**src/sv/spt_pkg.sv**
```systemverilog
`timescale 1ns / 1ps
`default_nettype none

package spt_pkg;

    localparam int SPI_W = 32;
    localparam int CMD_W = 2;
    localparam int STATUS_W = 2;

    typedef enum logic [CMD_W-1:0] {
        CMD_APPEND        = 2'd0,
        CMD_REMOVE_OLDEST = 2'd1,
        CMD_REMOVE_PAIR   = 2'd2,
        CMD_QUERY         = 2'd3
    } t_cmd;

    typedef enum logic [STATUS_W-1:0] {
        ST_DONE    = 2'd0,
        ST_FULL    = 2'd1,
        ST_EMPTY   = 2'd2,
        ST_MISSING = 2'd3
    } t_status;

    typedef struct packed {
        logic             exec;
        t_cmd             cmd;
        logic [SPI_W-1:0] client;
        logic [SPI_W-1:0] server;
    } t_cell_ctl;

    typedef struct packed {
        logic             valid;
        logic [SPI_W-1:0] client;
        logic [SPI_W-1:0] server;
    } t_link;

endpackage

`default_nettype wire

```
**src/sv/spt_cell.sv**
```systemverilog
`timescale 1ns / 1ps
`default_nettype none

module spt_cell
    import spt_pkg::*;
(
    input  wire logic      i_clk,
    input  wire logic      i_rst_n,
    input  wire t_cell_ctl i_ctl,
    input  wire logic      i_prev_valid,
    input  wire logic      i_prev_hit,
    input  wire t_link     i_next,
    output t_link          o_link,
    output logic           o_hit
);

    logic             r_valid;
    logic [SPI_W-1:0] r_client;
    logic [SPI_W-1:0] r_server;
    logic             w_match;
    logic             w_shift;
    logic             w_write;

    // The hit chain marks this cell and every younger one once the oldest match is seen.
    assign w_match = r_valid && (r_client == i_ctl.client) && (r_server == i_ctl.server);
    assign o_hit   = i_prev_hit || w_match;

    assign w_shift = i_ctl.exec && ((i_ctl.cmd == CMD_REMOVE_OLDEST) ||
                     ((i_ctl.cmd == CMD_REMOVE_PAIR) && o_hit));
    assign w_write = i_ctl.exec && (i_ctl.cmd == CMD_APPEND) && !r_valid && i_prev_valid;

    always_ff @(posedge i_clk) begin
        if (!i_rst_n) begin
            r_valid <= 1'b0;
        end else if (w_shift) begin
            r_valid <= i_next.valid;
        end else if (w_write) begin
            r_valid <= 1'b1;
        end
    end

    always_ff @(posedge i_clk) begin
        if (w_shift) begin
            r_client <= i_next.client;
            r_server <= i_next.server;
        end else if (w_write) begin
            r_client <= i_ctl.client;
            r_server <= i_ctl.server;
        end
    end

    assign o_link.valid  = r_valid;
    assign o_link.client = r_client;
    assign o_link.server = r_server;

endmodule

`default_nettype wire

```
**src/sv/spi_pair_ordered_table_top.sv**
```systemverilog
`timescale 1ns / 1ps
`default_nettype none

// Channel   Direction  Handshake                    Payload
// s_axis    in         s_axis_tvalid/s_axis_tready  tuser: command; tdata: client, server SPI
// m_axis    out        m_axis_tvalid/m_axis_tready  tdata: status, entry count
//
// One transaction is taken per cycle while m_axis is not stalled; each accepted command
// is registered first, and its result is registered onto m_axis when it executes.
// The row of cells compares every stored pair at once and closes gaps by a single shift.
// Reset clears the fill count and every cell's valid bit; stored pairs are not cleared.
// While a result waits on m_axis, one further command is held and input then stalls.

module spi_pair_ordered_table_top
    import spt_pkg::*;
#(
    parameter int TABLE_ENTRIES = 16
) (
    input  wire logic                                           i_clk,
    input  wire logic                                           i_rst_n,
    input  wire logic                                           s_axis_tvalid,
    output logic                                                s_axis_tready,
    // Fields from bit 0: client_spi, server_spi.
    input  wire logic [2*SPI_W-1:0]                             s_axis_tdata,
    // Fields from bit 0: command.
    input  wire logic [CMD_W-1:0]                               s_axis_tuser,
    output logic                                                m_axis_tvalid,
    input  wire logic                                           m_axis_tready,
    // Fields from bit 0: status, entry_count.
    output logic [((STATUS_W+$clog2(TABLE_ENTRIES+1)+7)/8)*8-1:0] m_axis_tdata
);

    localparam int CNT_W = $clog2(TABLE_ENTRIES + 1);
    localparam int OUT_W = ((STATUS_W + CNT_W + 7) / 8) * 8;
    localparam logic [CNT_W-1:0] FULL_COUNT = CNT_W'(TABLE_ENTRIES);

    logic             r_busy;
    t_cmd             r_cmd;
    logic [SPI_W-1:0] r_client;
    logic [SPI_W-1:0] r_server;
    logic [CNT_W-1:0] r_count;
    logic [CNT_W-1:0] n_count;
    logic             r_out_valid;
    t_status          r_status;
    t_status          n_status;
    logic             w_exec;
    logic             w_any_hit;
    t_cell_ctl        w_ctl;
    t_link            w_link [TABLE_ENTRIES];
    logic             w_hit  [TABLE_ENTRIES];
    logic [TABLE_ENTRIES-1:0] w_valid_vec;

    assign w_exec        = r_busy && (!r_out_valid || m_axis_tready);
    assign s_axis_tready = !r_busy || w_exec;

    assign w_ctl.exec   = w_exec;
    assign w_ctl.cmd    = r_cmd;
    assign w_ctl.client = r_client;
    assign w_ctl.server = r_server;

    genvar g;
    generate
        for (g = 0; g < TABLE_ENTRIES; g++) begin : g_cell
            logic  w_prev_valid;
            logic  w_prev_hit;
            t_link w_next;

            if (g == 0) begin : g_head
                assign w_prev_valid = 1'b1;
                assign w_prev_hit   = 1'b0;
            end else begin : g_body
                assign w_prev_valid = w_link[g-1].valid;
                assign w_prev_hit   = w_hit[g-1];
            end

            if (g == TABLE_ENTRIES - 1) begin : g_tail
                assign w_next = '0;
            end else begin : g_inner
                assign w_next = w_link[g+1];
            end

            spt_cell u_cell (
                .i_clk        (i_clk),
                .i_rst_n      (i_rst_n),
                .i_ctl        (w_ctl),
                .i_prev_valid (w_prev_valid),
                .i_prev_hit   (w_prev_hit),
                .i_next       (w_next),
                .o_link       (w_link[g]),
                .o_hit        (w_hit[g])
            );

            assign w_valid_vec[g] = w_link[g].valid;
        end
    endgenerate

    assign w_any_hit = w_hit[TABLE_ENTRIES-1];

    always_comb begin
        n_status = ST_DONE;
        n_count  = r_count;
        case (r_cmd)
            CMD_APPEND: begin
                if (r_count == FULL_COUNT) begin
                    n_status = ST_FULL;
                end else begin
                    n_count = r_count + CNT_W'(1);
                end
            end
            CMD_REMOVE_OLDEST: begin
                if (r_count == '0) begin
                    n_status = ST_EMPTY;
                end else begin
                    n_count = r_count - CNT_W'(1);
                end
            end
            CMD_REMOVE_PAIR: begin
                if (r_count == '0) begin
                    n_status = ST_EMPTY;
                end else if (!w_any_hit) begin
                    n_status = ST_MISSING;
                end else begin
                    n_count = r_count - CNT_W'(1);
                end
            end
            default: begin
                if (r_count == '0) begin
                    n_status = ST_EMPTY;
                end else if (!w_any_hit) begin
                    n_status = ST_MISSING;
                end
            end
        endcase
    end

    always_ff @(posedge i_clk) begin
        if (!i_rst_n) begin
            r_busy      <= 1'b0;
            r_count     <= '0;
            r_out_valid <= 1'b0;
        end else begin
            if (s_axis_tvalid && s_axis_tready) begin
                r_busy <= 1'b1;
            end else if (w_exec) begin
                r_busy <= 1'b0;
            end
            if (w_exec) begin
                r_count     <= n_count;
                r_out_valid <= 1'b1;
            end else if (m_axis_tready) begin
                r_out_valid <= 1'b0;
            end
        end
    end

    always_ff @(posedge i_clk) begin
        if (s_axis_tvalid && s_axis_tready) begin
            r_cmd    <= t_cmd'(s_axis_tuser);
            r_client <= s_axis_tdata[SPI_W-1:0];
            r_server <= s_axis_tdata[2*SPI_W-1:SPI_W];
        end
        if (w_exec) begin
            r_status <= n_status;
        end
    end

    assign m_axis_tvalid = r_out_valid;
    assign m_axis_tdata  = OUT_W'({r_count, r_status});

    // The fill count never passes the table size.
    a_count_bound: assert property (@(posedge i_clk) disable iff (!i_rst_n)
        r_count <= FULL_COUNT)
        else $error("fill count above table size");

    // The valid cells always number exactly the fill count.
    a_valid_count: assert property (@(posedge i_clk) disable iff (!i_rst_n)
        $countones(w_valid_vec) == int'(r_count))
        else $error("valid cells disagree with fill count");

    // Every executed command leaves a result on the output.
    a_exec_result: assert property (@(posedge i_clk) disable iff (!i_rst_n)
        w_exec |=> m_axis_tvalid)
        else $error("executed command produced no result");

    // A full report is only ever given with a full table.
    a_full_status: assert property (@(posedge i_clk) disable iff (!i_rst_n)
        (m_axis_tvalid && (r_status == ST_FULL)) |-> (r_count == FULL_COUNT))
        else $error("full status with table not full");

endmodule

`default_nettype wire

```
**config.mk**
```make
export PLATFORM = sky130hd
export DESIGN_NAME = spi_pair_ordered_table_top
export DESIGN_NICKNAME = d
export VERILOG_FILES = /design/src/sv/spt_pkg.sv /design/src/sv/spt_cell.sv /design/src/sv/spi_pair_ordered_table_top.sv
export SDC_FILE = /design/constraint.sdc
export NUM_CORES = 2
export LEC_CHECK = 0
export CELL_PAD_IN_SITES_DETAIL_PLACEMENT = 2
export CELL_PAD_IN_SITES_GLOBAL_PLACEMENT = 2
export CORE_ASPECT_RATIO = 1.5
export CORE_UTILIZATION = 45
export CTS_BUF_LIST = sky130_fd_sc_hd__clkbuf_4 sky130_fd_sc_hd__clkbuf_8
export DETAILED_ROUTE_END_ITERATION = 16
export DONT_BUFFER_PORTS = 1
export HOLD_SLACK_MARGIN = 0.06
export PLACE_DENSITY = 0.86
export SYNTH_ARGS = -nofsm -noshare
export SYNTH_HDL_FRONTEND = slang
export SYNTH_HIERARCHICAL = 1
export SYNTH_SLANG_ARGS = --single-unit
```
**constraint.sdc**
```tcl
create_clock -name i_clk -period 6.1 [get_ports i_clk]
set_input_delay 1.22 -clock i_clk [delete_from_list [all_inputs] [get_ports i_clk]]
set_output_delay 1.22 -clock i_clk [all_outputs]
set_load 0.03 [all_outputs]
```
==> results.ini, run 1 <==
[outcome]
status = aborted with a tool error
stop_stage = global routing
tool.error = [ERROR GRT-0232] Routing congestion too high. Check the congestion heatmap in the GUI.

[clocking]
clock-root-buffer = clkbuf_8
cts_buffers = 170
cts_buffer_depth = 3
ctsHoldBuffers = 0
cts.sinks = 1115
ctsHtreeMaxLevel = 4

[sta]
postGrtWorstEndpoint = g_cell[15].u_cell/r_server[23]$_DFFE_PP_/D
worst-endpoint-pin-kind = register input

[die]
die_x_um = 308.3
fp.dieH_um = 461.5
io_pins = 80
num_rows = 168
start_util_pct = 45.31

[placement]
port_buffers = 0
dpl_cell_area_um2 = 67300
dp_hpwl_um = 155600
dp_slack_ns = -0.7228
gp_congestion = 0.8832

[synthesis]
synthFlopType = edfxtp_1
syn_avg_cell_area_um2 = 14.99
synth_top_area_cell = edfxtp_1
yosysSeqAreaShare_pct = 52.51
netlist_area_um2 = 63330
synth-seq-cells = 1115
synth_warnings = 6
synth-edff-count = 1092
yosys.area.top_type_share_pct = 51.78
synthTopCellsByArea = edfxtp_1 52%, mux2_4 19%, xnor2_1 6.9%
synth_commonest_cells = 1092 x edfxtp_1, 784 x mux2_4, 497 x xnor2_1
synth_cell_types = 51
yosysMostFrequentCell = edfxtp_1
synth_cells = 4225
async_flop_share_pct = 0

[global_routing]
grt_max_degree = 66
gr-total-overflow = 16
grt_util_all_layers_pct = 74.88
grt_antenna_before_repair = 78

## cells by family after synthesis
kind of cell               share of synthesized area, %
buffers and inverters                             2.948
xor gates and xnor gates                          11.08
DFF                                               52.51
adders and majority gates                        0.1897
muxes                                             22.90
and+or+nand+nor                                   6.328
AOI/OAI and AO/OA                                 4.036
other                                           0.01186
## per-stage QoR
| stage | util [%] | setup TNS (ns) | instances | hold slack (ns) |
|---|---|---|---|---|
| after floorplan | - | -1.997 | 4292 | 0.4857 |
| after global placement | 48.15 | -0.2697 | 6282 | 0.5118 |
| after detailed placement | 48.15 | -156.39 | 6282 | 0.5483 |
| after CTS | 51.30 | -0.07852 | 6660 | 0.2704 |
## routing by layer
layer,GRT usage [%],overflow
met4,75.61,11
met2,88.07,5
met1,71.79,0
met3,65.37,0
met5,46.93,0
## timing repair
item,in CTS
buffers inserted,71
endpoints found under the setup margin,780
gates cloned,6
gates resized for setup,84
pin swaps,15
==> inputs of run 2 (changes only) <==
==> config.mk (replaced) <==
export PLATFORM = sky130hd
export DESIGN_NAME = spi_pair_ordered_table_top
export DESIGN_NICKNAME = d
export VERILOG_FILES = /design/src/sv/spt_pkg.sv /design/src/sv/spt_cell.sv /design/src/sv/spi_pair_ordered_table_top.sv
export SDC_FILE = /design/constraint.sdc
export NUM_CORES = 2
export LEC_CHECK = 0
export CORE_UTILIZATION = 39
export DETAILED_ROUTE_END_ITERATION = 16
export DONT_BUFFER_PORTS = 1
export PLACE_DENSITY_LB_ADDON = 0.15
export SYNTH_ARGS = -nofsm -noshare
export SYNTH_HDL_FRONTEND = slang
export SYNTH_HIERARCHICAL = 1
export SYNTH_SLANG_ARGS = --single-unit
==> constraint.sdc (replaced) <==
create_clock -name i_clk -period 7.9 [get_ports i_clk]
set_input_delay 1.58 -clock i_clk [delete_from_list [all_inputs] [get_ports i_clk]]
set_output_delay 1.58 -clock i_clk [all_outputs]
set_load 0.03 [all_outputs]
==> results.ini, run 2 <==
[routing]
wire_per_inst_um = 20.70
dr.pass1.iters = 5
viasPerCell = 4.941
first_iter_violations = 1710
met3_length_um = 8545
ant_nets = 0
drc = 0
top_layer = met5
wl_met1_um = 66670
dr_wl_met2_um = 60200
vias = 33140
wl_um = 138800

[power_and_ir_drop]
peakVddDrop_mv = 0.1657
powerDensity_nw_per_um2 = 203.2
p_leak_nw = 26.26

[hold_path]
min_path_type = register to register
min_from = r_busy
hold_depth = 2
min_to = m_axis_tvalid

[sta]
skew_ns = 0.02720
finalMaxSlewViolations = 0
setup_viol = 0
max_freq_ghz = 0.1446
hold_viol_final = 0
finalCriticalPeriod_ns = 6.913
fin_tns_setup_ns = 0
rsz0062_at_grt = false
tightest_slew_ns = 1.080
fin_crit_sh_pct = 87.51
relSlewSlack_pct = 28.00
hold_ws_ns = 0.5257

[global_routing]
grt_pass1_wl_um = 209700
grt_util_all_layers_pct = 16.98
grt_antenna_before_repair = 40
grt_pass1_vias = 34150
gr-total-overflow = 0
grt_max_degree = 66

[clocking]
post_cts_buffers = 0
clk_pin_slew_ns = 0.06
cts_tree = yes
cts_buffer_depth = 3
ctsHoldBuffers = 0
cts-resized-gates = 0
clock_latency_ns = 0.76
clock-root-buffer = clkbuf_16
cts_buffers = 133
cts.sinks = 1115
ctsHtreeMaxLevel = 4

[placement]
gp_congestion = 0.7827
dp_hpwl_um = 105100
dp_cells = 6457
port_buffers = 0

[die]
num_rows = 147
die_x_um = 405.0
start_util_pct = 39.35
io_pins = 80
coreArea_um2 = 160900
fp.dieH_um = 405.0
dieArea_um2 = 164000

[synthesis]
synth_warnings = 6
syn_avg_cell_area_um2 = 14.99
synth_compound_area_share_pct = 4.036
synth_cell_types = 51
synth-seq-cells = 1115
synthTopCellsByArea = edfxtp_1 52%, mux2_4 19%, xnor2_1 6.9%
synthSimpleGateAreaFrac_pct = 6.328
yosys.area.top_type_share_pct = 51.78
synth-edff-count = 1092
synth-xor-area-share_pct = 11.08
synth_fa_ha_area_share_pct = 0.1897
synth_commonest_cells = 1092 x edfxtp_1, 784 x mux2_4, 497 x xnor2_1
synth_top_family_by_area = multiplexers
yosysSeqAreaShare_pct = 52.51
muxShareOfSynthArea_pct = 22.90
yosysMostFrequentCell = edfxtp_1
synthFlopType = edfxtp_1
synth_cells = 4225
netlist_area_um2 = 63330
synth_top_area_cell = edfxtp_1
async_flop_share_pct = 0

[layout]
reg.largest.list = g_cell.u_cell/r_client: 512 flops, g_cell.u_cell/r_server: 512 flops
drive_gt1_share_pct = 26.19
fillers = 14440
area_growth_pct = 11.33
final_cells = 6706
nNetsFinal = 4511
final_common_cell = edfxtp_1
final_cell_mix = 1092 x edfxtp_1, 784 x mux2_4, 497 x xnor2_1

[critical_path]
setup.worst_path.class = register to register
start_kind = register
slowest_delay_ns = 0.84
cp_slowest_cell = edfxtp_1
cp.arrival_ns = 7.41
reg2regPathDepth = 38
required_ns = 8.40
crit_fanout = 65
r2r-start = r_server[1]
worst_setup_path_end_kind = register
reg2reg_slack_ns = 0.99
r2r_end = g_cell[15].u_cell/r_server[6]

[run]
max_cap_viol_count = 0

[outcome]
status = complete, no violations

==> run 2: layer usage <==
| layer | track usage [%] | vias to the layer above |
|---|---|---|
| met5 | 0 | - |
| li1 | - | 16300 |
| met1 | 23.97 | 16140 |
| met4 | 4.977 | 28 |
| met3 | 4.062 | 204 |
| met2 | 25.72 | 466 |
==> run 2: worst max path at each step <==
stage / from / endpoint / slack, ns / cells past startpoint
after floorplan: r_server[25] / g_cell[15].u_cell/r_client[0] / 1.56 / 36
after global placement: r_server[1] / g_cell[15].u_cell/r_server[10] / 0.74 / 38
after detailed placement: r_server[1] / g_cell[15].u_cell/r_server[6] / 0.93 / 38
after CTS: r_server[1] / g_cell[15].u_cell/r_server[6] / 0.89 / 38
after global routing: r_server[1] / g_cell[14].u_cell/r_server[9] / 0.36 / 36
final: r_server[1] / g_cell[15].u_cell/r_server[6] / 0.99 / 38
==> run 2: layout make-up <==
cell class	count	area (um2)	share of cell area [%]
Inverter	169	634.4	0.8997
Tap cell	2160	2703	3.833
Clock inverter	76	630.6	0.8944
Sequential cell	1115	33250	47.16
Multi-Input combinational cell	2878	28670	40.67
Antenna cell	13	32.53	0.04614
Clock buffer	160	3493	4.955
Timing Repair Buffer	135	1089	1.544
==> run 2: logic make-up (layout without fill, tap and decap cells) <==
family / count (synthesis) / count (layout)
buf+inv: 299 / 540
mux: 1027 / 1027
fa+ha+maj: 9 / 9
simple gates: 682 / 682
flops: 1115 / 1115
other cells: 2 / 82
xor+xnor: 801 / 801
compound gates: 290 / 290
==> run 2: power breakdown <==
group	switching, mW	internal [mW]
sequential	0.196	6.76
combinational	0.714	0.792
clock	2.43	3.44
==> run 2: critical path: cells and delay by family, from the launching register on <==
kind / cells / cell delay [ns]
buffers and inverters: 16 / 2.07
AOI/OAI and AO/OA: 18 / 2.23
muxes: 1 / 0.37
and+or+nand+nor: 3 / 1.09
DFF: 1 / 0.84
==> run 2: through the flow <==
step	setup slack [ns]	power, mW	area [um2]	utilization [%]
after floorplan	1.562	8.264	63580	-
after global placement	0.7405	8.576	66350	41.23
after detailed placement	0.9293	8.599	66350	41.23
after CTS	0.8948	14.54	70470	43.79
after global routing	0.3565	14.90	70470	43.79
final	0.9866	14.33	70510	43.81
(Power assumes the default switching activity.)
